[src/hprs_pkg.sv]
`default_nettype none
package hprs_pkg;

    localparam logic signed [17:0] PI_Q     = 18'sd25736;
    localparam logic signed [17:0] TWO_PI_Q = 18'sd51472;
    localparam logic signed [18:0] DRIVE_MAX = 19'sd1023;
    localparam logic signed [18:0] DRIVE_MIN = -19'sd1023;

    typedef enum logic [2:0] {
        REG_GAIN_P    = 3'd0,
        REG_GAIN_I    = 3'd1,
        REG_GAIN_D    = 3'd2,
        REG_INT_LIMIT = 3'd3,
        REG_TOLERANCE = 3'd4,
        REG_SETTLE    = 3'd5
    } hprs_reg_idx_t;

    typedef struct packed {
        logic [11:0] gain_p;
        logic [11:0] gain_i;
        logic [11:0] gain_d;
        logic [12:0] int_limit;
        logic [12:0] tolerance;
        logic [3:0]  settle_steps;
    } hprs_cfg_t;

    typedef struct packed {
        logic signed [10:0] drive_value;
        logic signed [15:0] heading_error;
        logic               stop_motor;
        logic               done_res;
    } hprs_result_t;

endpackage
`default_nettype wire

[src/hprs_front.sv]
`default_nettype none
module hprs_front (
    input  wire logic signed [15:0] target_heading,
    input  wire logic signed [15:0] current_heading,
    output logic signed [15:0]      heading_error
);
    import hprs_pkg::*;

    function automatic logic signed [17:0] wrap_once(input logic signed [17:0] a);
        logic signed [17:0] r;
        r = a;
        if (r > PI_Q) r = r - TWO_PI_Q;
        if (r < -PI_Q) r = r + TWO_PI_Q;
        return r;
    endfunction

    logic signed [17:0] tgt_w;
    logic signed [17:0] diff;
    logic signed [17:0] err_w;

    always_comb
    begin
        tgt_w = wrap_once(18'(target_heading));
        diff  = tgt_w - 18'(current_heading);
        err_w = wrap_once(diff);
    end

    // wrapped error always within +/-pi
    assign heading_error = err_w[15:0];

endmodule
`default_nettype wire

[src/hprs_fifo.sv]
`default_nettype none
module hprs_fifo (
    input  wire logic               clk,
    input  wire logic               rst_n,
    input  wire logic               push,
    input  wire logic signed [15:0] push_data,
    output logic                    full,
    input  wire logic               pop,
    output logic                    not_empty,
    output logic signed [15:0]      pop_data
);
    logic signed [15:0] mem_reg [2];
    logic               wr_ptr_reg, wr_ptr_next;
    logic               rd_ptr_reg, rd_ptr_next;
    logic [1:0]         count_reg, count_next;
    logic               do_push, do_pop;

    assign full      = (count_reg == 2'd2);
    assign not_empty = (count_reg != 2'd0);
    assign pop_data  = mem_reg[rd_ptr_reg];
    assign do_push   = push && !full;
    assign do_pop    = pop && not_empty;

    always_comb
    begin
        wr_ptr_next = do_push ? ~wr_ptr_reg : wr_ptr_reg;
        rd_ptr_next = do_pop ? ~rd_ptr_reg : rd_ptr_reg;
        count_next  = count_reg + 2'(do_push) - 2'(do_pop);
    end

    always_ff @(posedge clk or negedge rst_n)
    begin
        if (!rst_n)
        begin
            wr_ptr_reg <= 1'b0;
            rd_ptr_reg <= 1'b0;
            count_reg  <= 2'd0;
        end
        else
        begin
            wr_ptr_reg <= wr_ptr_next;
            rd_ptr_reg <= rd_ptr_next;
            count_reg  <= count_next;
        end
    end

    always_ff @(posedge clk)
    begin
        if (do_push)
        begin
            mem_reg[wr_ptr_reg] <= push_data;
        end
    end

endmodule
`default_nettype wire

[src/hprs_back.sv]
`default_nettype none
module hprs_back (
    input  wire logic               clk,
    input  wire logic               rst_n,
    input  wire hprs_pkg::hprs_cfg_t cfg,
    input  wire logic               in_valid,
    input  wire logic signed [15:0] in_err,
    output logic                    in_pop,
    output logic                    out_valid,
    input  wire logic               out_ready,
    output hprs_pkg::hprs_result_t  out_data
);
    import hprs_pkg::*;

    // controller state
    logic signed [15:0] prev_reg, prev_next;
    logic signed [13:0] integ_reg, integ_next;
    logic [3:0]         settle_reg, settle_next;

    // stage 1: error terms
    logic               v1_reg;
    logic signed [15:0] s1_err_reg;
    logic signed [13:0] s1_int_reg;
    logic signed [16:0] s1_der_reg;
    logic               s1_done_reg;

    // stage 2: products
    logic               v2_reg;
    logic signed [28:0] s2_pp_reg;
    logic signed [26:0] s2_pi_reg;
    logic signed [29:0] s2_pd_reg;
    logic signed [15:0] s2_err_reg;
    logic               s2_done_reg;

    // stage 3: output register
    logic               v3_reg;
    hprs_result_t       out_reg, out_next;

    logic load1, load2, load3;
    logic signed [16:0] int_sum, int_lim, int_clamped;
    logic signed [16:0] deriv;
    logic signed [16:0] mag;
    logic               in_tol, done;
    logic signed [31:0] sum;
    logic signed [31:0] shifted;

    assign load3  = !v3_reg || out_ready;
    assign load2  = !v2_reg || load3;
    assign load1  = !v1_reg || load2;
    assign in_pop = in_valid && load1;

    always_comb
    begin
        int_sum = 17'(integ_reg) + 17'(in_err);
        int_lim = 17'({1'b0, cfg.int_limit});
        if (int_sum > int_lim)
            int_clamped = int_lim;
        else if (int_sum < -int_lim)
            int_clamped = -int_lim;
        else
            int_clamped = int_sum;
        deriv  = 17'(in_err) - 17'(prev_reg);
        mag    = in_err[15] ? -17'(in_err) : 17'(in_err);
        in_tol = mag < 17'({1'b0, cfg.tolerance});
        done   = 1'b0;
        prev_next   = in_err;
        integ_next  = int_clamped[13:0];
        settle_next = settle_reg;
        if (in_tol)
        begin
            if (settle_reg < cfg.settle_steps)
                settle_next = settle_reg + 4'd1;
            else
            begin
                done        = 1'b1;
                prev_next   = '0;
                integ_next  = '0;
                settle_next = '0;
            end
        end
    end

    always_comb
    begin
        sum     = 32'(s2_pp_reg) + 32'(s2_pi_reg) + 32'(s2_pd_reg);
        shifted = sum >>> 13;
        if (shifted > 32'(DRIVE_MAX))
            out_next.drive_value = DRIVE_MAX[10:0];
        else if (shifted < 32'(DRIVE_MIN))
            out_next.drive_value = DRIVE_MIN[10:0];
        else
            out_next.drive_value = shifted[10:0];
        out_next.heading_error = s2_done_reg ? 16'sd0 : s2_err_reg;
        out_next.stop_motor    = s2_done_reg;
        out_next.done_res      = s2_done_reg;
    end

    always_ff @(posedge clk or negedge rst_n)
    begin
        if (!rst_n)
        begin
            prev_reg   <= '0;
            integ_reg  <= '0;
            settle_reg <= '0;
            v1_reg     <= 1'b0;
            v2_reg     <= 1'b0;
            v3_reg     <= 1'b0;
        end
        else
        begin
            if (in_pop)
            begin
                prev_reg   <= prev_next;
                integ_reg  <= integ_next;
                settle_reg <= settle_next;
            end
            if (load1) v1_reg <= in_valid;
            if (load2) v2_reg <= v1_reg;
            if (load3) v3_reg <= v2_reg;
        end
    end

    always_ff @(posedge clk)
    begin
        if (load1)
        begin
            s1_err_reg  <= in_err;
            s1_int_reg  <= int_clamped[13:0];
            s1_der_reg  <= deriv;
            s1_done_reg <= done;
        end
        if (load2)
        begin
            s2_pp_reg   <= $signed({1'b0, cfg.gain_p}) * s1_err_reg;
            s2_pi_reg   <= $signed({1'b0, cfg.gain_i}) * s1_int_reg;
            s2_pd_reg   <= $signed({1'b0, cfg.gain_d}) * s1_der_reg;
            s2_err_reg  <= s1_err_reg;
            s2_done_reg <= s1_done_reg;
        end
        if (load3)
        begin
            out_reg <= out_next;
        end
    end

    assign out_valid = v3_reg;
    assign out_data  = out_reg;

endmodule
`default_nettype wire

[src/heading_pid_rotate_with_settle.sv]
// channel   dir  handshake                     payload
// s_*       in   s_tvalid / s_tready           s_tdata[31:0]
// m_*       out  m_tvalid / m_tready           m_tdata[31:0]
// cfg_*     in   cfg_valid / cfg_ready         cfg_index[2:0], cfg_data[12:0]
//
// One beat per cycle sustained while m_tready is high; each result passes the error queue, then stages 1, 2 and 3.
// The PID datapath is a three-stage pipeline behind a two-entry error queue.
// Reset loads the default gains and limits and clears integral, previous error, settle count.
// A stalled m_* side fills the pipeline and queue, then drops s_tready.
// cfg_ready is always high.
`default_nettype none
module heading_pid_rotate_with_settle (
    input  wire logic        clk,
    input  wire logic        rst_n,
    input  wire logic        s_tvalid,
    output logic             s_tready,
    input  wire logic [31:0] s_tdata,   // target_heading[15:0], current_heading[31:16]
    output logic             m_tvalid,
    input  wire logic        m_tready,
    output logic [31:0]      m_tdata,   // drive_value[10:0], heading_error[26:11],
                                        // stop_motor[27], done_res[28], zero[31:29]
    input  wire logic        cfg_valid,
    output logic             cfg_ready,
    input  wire logic [2:0]  cfg_index,
    input  wire logic [12:0] cfg_data
);
    import hprs_pkg::*;

    hprs_cfg_t          cfg_reg, cfg_next;
    logic signed [15:0] front_err;
    logic               q_full, q_not_empty, q_pop;
    logic signed [15:0] q_data;
    hprs_result_t       res;

    assign cfg_ready = 1'b1;

    always_comb
    begin
        cfg_next = cfg_reg;
        if (cfg_valid)
        begin
            unique case (cfg_index)
                REG_GAIN_P:    cfg_next.gain_p       = cfg_data[11:0];
                REG_GAIN_I:    cfg_next.gain_i       = cfg_data[11:0];
                REG_GAIN_D:    cfg_next.gain_d       = cfg_data[11:0];
                REG_INT_LIMIT: cfg_next.int_limit    = cfg_data;
                REG_TOLERANCE: cfg_next.tolerance    = cfg_data;
                REG_SETTLE:    cfg_next.settle_steps = cfg_data[3:0];
                default:       cfg_next = cfg_reg;
            endcase
        end
    end

    always_ff @(posedge clk or negedge rst_n)
    begin
        if (!rst_n)
        begin
            cfg_reg.gain_p       <= 12'd500;
            cfg_reg.gain_i       <= 12'd800;
            cfg_reg.gain_d       <= 12'd400;
            cfg_reg.int_limit    <= 13'd2144;
            cfg_reg.tolerance    <= 13'd410;
            cfg_reg.settle_steps <= 4'd3;
        end
        else
        begin
            cfg_reg <= cfg_next;
        end
    end

    hprs_front u_front (
        .target_heading  (s_tdata[15:0]),
        .current_heading (s_tdata[31:16]),
        .heading_error   (front_err)
    );

    assign s_tready = !q_full;

    hprs_fifo u_fifo (
        .clk       (clk),
        .rst_n     (rst_n),
        .push      (s_tvalid),
        .push_data (front_err),
        .full      (q_full),
        .pop       (q_pop),
        .not_empty (q_not_empty),
        .pop_data  (q_data)
    );

    hprs_back u_back (
        .clk       (clk),
        .rst_n     (rst_n),
        .cfg       (cfg_reg),
        .in_valid  (q_not_empty),
        .in_err    (q_data),
        .in_pop    (q_pop),
        .out_valid (m_tvalid),
        .out_ready (m_tready),
        .out_data  (res)
    );

    assign m_tdata = {3'b000, res.done_res, res.stop_motor, res.heading_error,
                      res.drive_value};

endmodule
`default_nettype wire

[config.mk]
export PLATFORM = sky130hd
export DESIGN_NAME = heading_pid_rotate_with_settle
export DESIGN_NICKNAME = d
export VERILOG_FILES = /design/src/hprs_pkg.sv /design/src/hprs_front.sv /design/src/hprs_fifo.sv /design/src/hprs_back.sv /design/src/heading_pid_rotate_with_settle.sv
export SDC_FILE = /design/constraint.sdc
export NUM_CORES = 2
export LEC_CHECK = 0
export BUFFER_PORTS_ARGS = -buffer_cell sky130_fd_sc_hd__buf_4
export CAP_MARGIN = 25
export CORE_MARGIN = 2
export CORE_UTILIZATION = 54
export CTS_CLUSTER_SIZE = 40
export DETAILED_ROUTE_END_ITERATION = 10
export PLACE_DENSITY = 0.7
export SYNTH_ARGS = -nofsm -noshare
export SYNTH_HDL_FRONTEND = slang
export SYNTH_SLANG_ARGS = --single-unit
export TNS_END_PERCENT = 10
[constraint.sdc]
create_clock -name clk -period 9.8 [get_ports clk]
set_input_delay 1.47 -clock clk [delete_from_list [all_inputs] [get_ports clk]]
set_output_delay 1.47 -clock clk [all_outputs]
set_load 0.03 [all_outputs]
# Word-level counts from Yosys, hierarchy flattened
# Memories as Yosys holds them, arrays and structs flattened.
# Cells that the tools add are included.
[word_totals] ff_bits=286 latch_bits=0 mem_bits_rw=32 romBits=0 input_bits=53 output_inout_bits=35 elab_cells=100 memories=1
[classes] addsub=14 n_mul=3 div=0 order_cmp=10 n_eq_ne=6 shifts=0 muxes=16 bitwise=2 n_reduce_logical=20
[memory_table] memory="u_fifo.mem_reg" depth=2 width=16 rd=1 rd_ports_with_merged_regs=0 wr=1 line_no="hprs_fifo.sv:12" text="logic signed [15:0] mem_reg [2];"
[ops] op="14-bit two-way mux" count=4
[ops] op="18-bit two-way mux" count=3
[ops] op="16-bit two-way mux" count=3
[ops] op="18-bit by 16-bit less-than comparator with 1-bit output (second input constant)" count=2
[ops] op="30-bit by 30-bit adder with 31-bit output" count=1
[ops] op="29-bit by 27-bit adder with 30-bit output" count=1
[ops] op="13-bit by 17-bit multiplier with 30-bit output" count=1
[ops] op="13-bit by 16-bit multiplier with 29-bit output" count=1
[ops] op="13-bit by 14-bit multiplier with 27-bit output" count=1
[ops] op="19-bit by 11-bit > comparator with 1-bit output (second input constant)" count=1
[ops] op="19-bit by 11-bit less-than comparator with 1-bit output (second input constant)" count=1
[ops] op="18-bit by 17-bit adder with 18-bit output (second input constant)" count=1
[ops] op="18-bit by 16-bit > comparator with 1-bit output (second input constant)" count=1
[ops] op="16-bit by 17-bit subtractor with 18-bit output (second input constant)" count=1
[ops] op="18-bit by 16-bit subtractor with 18-bit output" count=1
[ops] op="18-bit by 17-bit subtractor with 18-bit output (second input constant)" count=1
[ops] op="14-bit by 16-bit adder with 17-bit output" count=1
[ops] op="17-bit by 14-bit > comparator with 1-bit output" count=1
[ops] op="17-bit by 13-bit less-than comparator with 1-bit output" count=1
[ops] op="17-bit less-than comparator" count=1
[ops] op="17-bit two-way mux" count=1
[ops] op="13-bit negation with 17-bit output" count=1
[ops] op="16-bit negation with 17-bit output" count=1
[ops] op="16-bit by 16-bit subtractor with 17-bit output" count=1
[ops] op="other kinds (21)" count=39

# Logic depth before layout (Yosys ltp)
[depth] word_depth=9 mapped_depth=37 ltp_nobuf=33

# By module
# A second synthesis with hierarchy kept.
[unflattened] cells_unflattened=4226 hier_area_um2=40624.0
[by_module_without_submodules] mod="hprs_back" instances=1 cells_per_inst=3569 area_per_inst_um2=33693.6 seq_area_each_um2=6301.0
[by_module_without_submodules] mod="hprs_front" instances=1 cells_per_inst=439 area_per_inst_um2=2932.8 seq_area_each_um2=0.0
[by_module_without_submodules] mod="heading_pid_rotate_with_settle" instances=1 cells_per_inst=150 area_per_inst_um2=2597.5 seq_area_each_um2=1679.1
[by_module_without_submodules] mod="hprs_fifo" instances=1 cells_per_inst=68 area_per_inst_um2=1400.1 seq_area_each_um2=1061.0

# Worst setup path after synthesis
# No wires, ideal clock.
[synth_path] path_type="input to register" start="input s_tdata[8]" end="memory u_fifo.mem_reg[0][15] (data pin)" setup_ns=0.274 arrival_time_ns=8.274 required_ns=9.526 slack_ns=1.252 path_stages=34 n_path_buf=4 path_cell_list="buf_2 > and4bb_1 > o21ai_1 > o21a_1 > buf_2 > nor2_1 > a21oi_1 > ha_1 > a311oi_1 > a31oi_4 > o21bai_1 > clkbuf_1 > xnor2_1 > ha_1 > nand2_1 > a211oi_2 > nor2_1 > xor2_1 > ha_1 > nand3b_1 > or3_1 > and4_1 > o21ai_0 > nand2b_1 > a31oi_1 > o311ai_2 > a21o_2 > buf_4 > nor2_2 > mux2_2 > a22oi_1 > o211ai_1 > a32oi_1 > mux2i_1"
[synth_between] elab_chain_len=9 elab_cells_between_ends=13 classes_between="add/sub (5); order compare (4); mux (4)"
[synth_rtl] item="start, declared" line_no="heading_pid_rotate_with_settle.sv:17" text="input wire logic [31:0] s_tdata,"
[synth_rtl] item="16-bit by 17-bit subtractor with 18-bit output / 16-bit > comparator (equally long branches)" line_no="hprs_front.sv:12" text="if (r > PI_Q) r = r - TWO_PI_Q;"
[synth_rtl] item="18-bit two-way mux (*)" line_no="hprs_front.sv:12"
[synth_rtl] item="18-bit by 17-bit adder with 18-bit output / 18-bit by 16-bit less-than comparator with 1-bit output (equally long branches)" line_no="hprs_front.sv:13" text="if (r < -PI_Q) r = r + TWO_PI_Q;"
[synth_rtl] item="18-bit two-way mux (*)" line_no="hprs_front.sv:13"
[synth_rtl] item="18-bit by 16-bit subtractor with 18-bit output (*)" line_no="hprs_front.sv:24" text="diff = tgt_w - 18'(current_heading);"
[synth_rtl] item="18-bit by 17-bit subtractor with 18-bit output / 18-bit by 16-bit > comparator with 1-bit output (equally long branches)" line_no="hprs_front.sv:12"
[synth_rtl] item="18-bit two-way mux (*)" line_no="hprs_front.sv:12"
[synth_rtl] item="16-bit by 15-bit adder with 16-bit output / 18-bit by 16-bit less-than comparator with 1-bit output (equally long branches)" line_no="hprs_front.sv:13"
[synth_rtl] item="16-bit two-way mux (*)" line_no="hprs_front.sv:13"
[synth_rtl] item="via front_err[15]" line_no="heading_pid_rotate_with_settle.sv:30" text="logic signed [15:0] front_err;"
[synth_rtl] item="end, declared" line_no="hprs_fifo.sv:12"
# Mark *: on every way through the listed nets, which the timed path passes. The rest lies on a longest branch.

# Final worst setup path
[layout_path] start="input s_tdata[4]" end="memory u_fifo.mem_reg[0][15] (data pin)"
# The elaborated chain is that of the path after synthesis.

==> flow_summary.toml <==
[status]
status = "completed"

[finish]
final.fill_count = 6126
seqCellArea_um2 = 9041
multi_input_area_um2 = 26770
final_common_cell = "inv_1"
synthToLayoutAreaGrowth_pct = 7.179
largest_register_ffs = 66
layout-drive-gt1-share_pct = 7.523
nets = 4859
insertedDiodeCount = 0
final_cell_mix = "inv_1 (715), fa_1 (556), nand2_1 (395)"

[synth]
synth_largest_area_cell = "fa_1"
synth_edf_count = 211
ys_seq_area_share_pct = 23.18
synthArstFlopShare_pct = 33.65
synth_top_area_share_pct = 28.54
syn_avg_cell_area_um2 = 9.976
synth_cell_types = 94
syn_area_um2 = 39010
ys_ff_latch = 318
synth.area.top_cells = "fa_1 (29%), edfxtp_1 (16%), ha_1 (11%)"
synthCells = 3910
synth_ff_type = "edfxtp_1"
yosysWarnings = 0

[worst_hold_path]
min_path_type = "register to register"

[cts]
post_cts_resized = 0
postCtsSetupBuffers = 0
clock_path_buffers = 3
cts.clk_slew.worst_paths_ns = 0.06
cts_tree = "done"
root_buffer = "clkbuf_16"
clk_latency_ns = 0.59
clkSinkCount = 318
ctsHoldBuffers = 0
cts_buffers = 37
cts_max_level = 2

[worst_setup_path]
cpMostUsedCell = "ha_1"
crit_required_ns = 10.22
crit_buf_inv = 2
cp_data_arrival_time_ns = 9.29
setup.worst_path.class = "input port to register"
cp_slowest_cell = "a311oi_1"
max_stage_delay_ns = 0.62
crit_path_start_kind = "input port"
cp_top_family = "compound AO/OA/AOI/OAI gates"
end_kind = "register"
critPathMaxFanout = 16

[floorplanning]
num_rows = 98
fp.dieW_um = 272.8
core_area_um2 = 71490
start_util_pct = 54.56
chipHeight_um = 272.8
io_pins = 88
dieArea_um2 = 74400

[detailed_routing]
drt_iter0_markers = 1748
antenna_left = 0
drcViolationCount = 0
routed_via_density = 5.500
wl_per_cell_um = 18.61
drt_wl_total_um = 91170
drtPass1Iterations = 5
via_count = 26938

[global_route]
grt_usage_pct = 25.53
grt_pass1_vias = 27553
antenna_found_initial = 4
grt_overflow_total = 0
grt_max_degree = 80
grt_pass1_wl_um = 149300

[sta]
max_freq_mhz = 112.6
setup_violations = 0
tightest_slew_ns = 0.9830
finalMaxSlewViolations = 0
fin_setup_tns_ns = 0
slew_headroom_pct = 34.23
finalCritPeriodShare_pct = 90.59
rsz0062_at_grt = "no"
finalCriticalPeriod_ns = 8.878
hold_violations = 0
clock_skew_ns = 0.04693

[placed_design]
gp_congestion = 0.8745
numPortBuffers = 83
hpwl_um = 72040

[run]
cap_violations = 0
[per-layer routing]
| layer | vias up | routed length [um] | GRT usage [%] |
|---|---|---|---|
| met3 | 112 | 6261 | 4.042 |
| li1 | 12552 | - | - |
| met2 | 782 | 41950 | 40.82 |
| met4 | 2 | 2105 | 5.928 |
| met5 | - | 10 | 0 |
| met1 | 13490 | 40850 | 36.74 |
[final timing paths]
| path | startpoint | depth (start not counted) | slack [ns] | end |
|---|---|---|---|---|
| max in group asynchronous | rst_n | 2 | 7.66 | u_back.v1_reg |
| hold reg to reg | u_back.s1_done_reg | 0 | 0.42 | u_back.s2_done_reg |
| hold / removal | u_back.s1_done_reg | 0 | 0.42 | u_back.s2_done_reg |
| setup reg to reg | u_back.s1_err_reg[7] | 23 | 2.64 | u_back.s2_pp_reg[28] |
| setup / recovery | s_tdata[4] | 33 | 0.92 | u_fifo.mem_reg[0][15] |
| min in group asynchronous | rst_n | 1 | 0.90 | cfg_reg[63] |
[synthesized netlist by cell type (all sizes together), types with 5 or more instances]
cell type    n
buf         14
ha         331
nand3       41
nor4        11
xor2        46
a31oi       23
a21boi      18
a41oi        5
o211a        5
nand2b      20
inv        715
nor2       123
a31o         7
o211ai      15
nand2      396
nor4b        7
xnor2      148
o311ai       5
or3         26
a21o        39
dfstp       22
a2111oi      5
mux2i       22
nor2b       38
and3        18
o21ai       84
fa         556
nor3        47
o22ai        7
a211o        5
o21a        37
mux2        59
or2         13
dfrtp       85
nand4       14
o41ai        5
edfxtp     211
clkbuf     125
o31ai       22
a211oi      25
a21oi      110
o21bai      18
and2       309
a22o        15
[kinds of logic after synthesis]
family	share of synthesized area [%]
AND/OR/NAND/NOR	14.11
adder cells (fa/ha/maj)	39.15
buffers and inverters	8.340
AO/OA/AOI/OAI	8.491
flip-flops	23.18
XOR/XNOR	4.436
multiplexers	2.268
other	0.01925
[per-stage QoR]
stage | std cells | hold WS (ns) | worst slack [ns] | instance area, um^2 | util [%]
2_1_floorplan | 3912 | 0.4003 | 1.252 | 39010 | -
3_3_place_gp | 4830 | 0.4019 | 0.5815 | 40500 | 56.65
3_5_place_dp | 4830 | 0.4045 | 0.4851 | 40500 | 56.65
4_1_cts | 4898 | 0.4201 | 1.056 | 41810 | 58.48
5_1_grt | 4898 | 0.4588 | 0.2325 | 41810 | 58.48
6_report | 4898 | 0.4211 | 0.9224 | 41810 | 58.48
[cell type report]
class / count / share of cell area (%)
multi-input cells: 2738 / 64.04
flip-flops and latches: 318 / 21.63
inverters: 717 / 6.438
well taps: 950 / 2.843
clock buffers: 45 / 2.484
repair buffers: 107 / 1.921
clock inverters: 23 / 0.6435
Power is left out: the tool's default activity adds up to more than one toggle a clock period on the data nets, which glitch-free logic cannot reach.
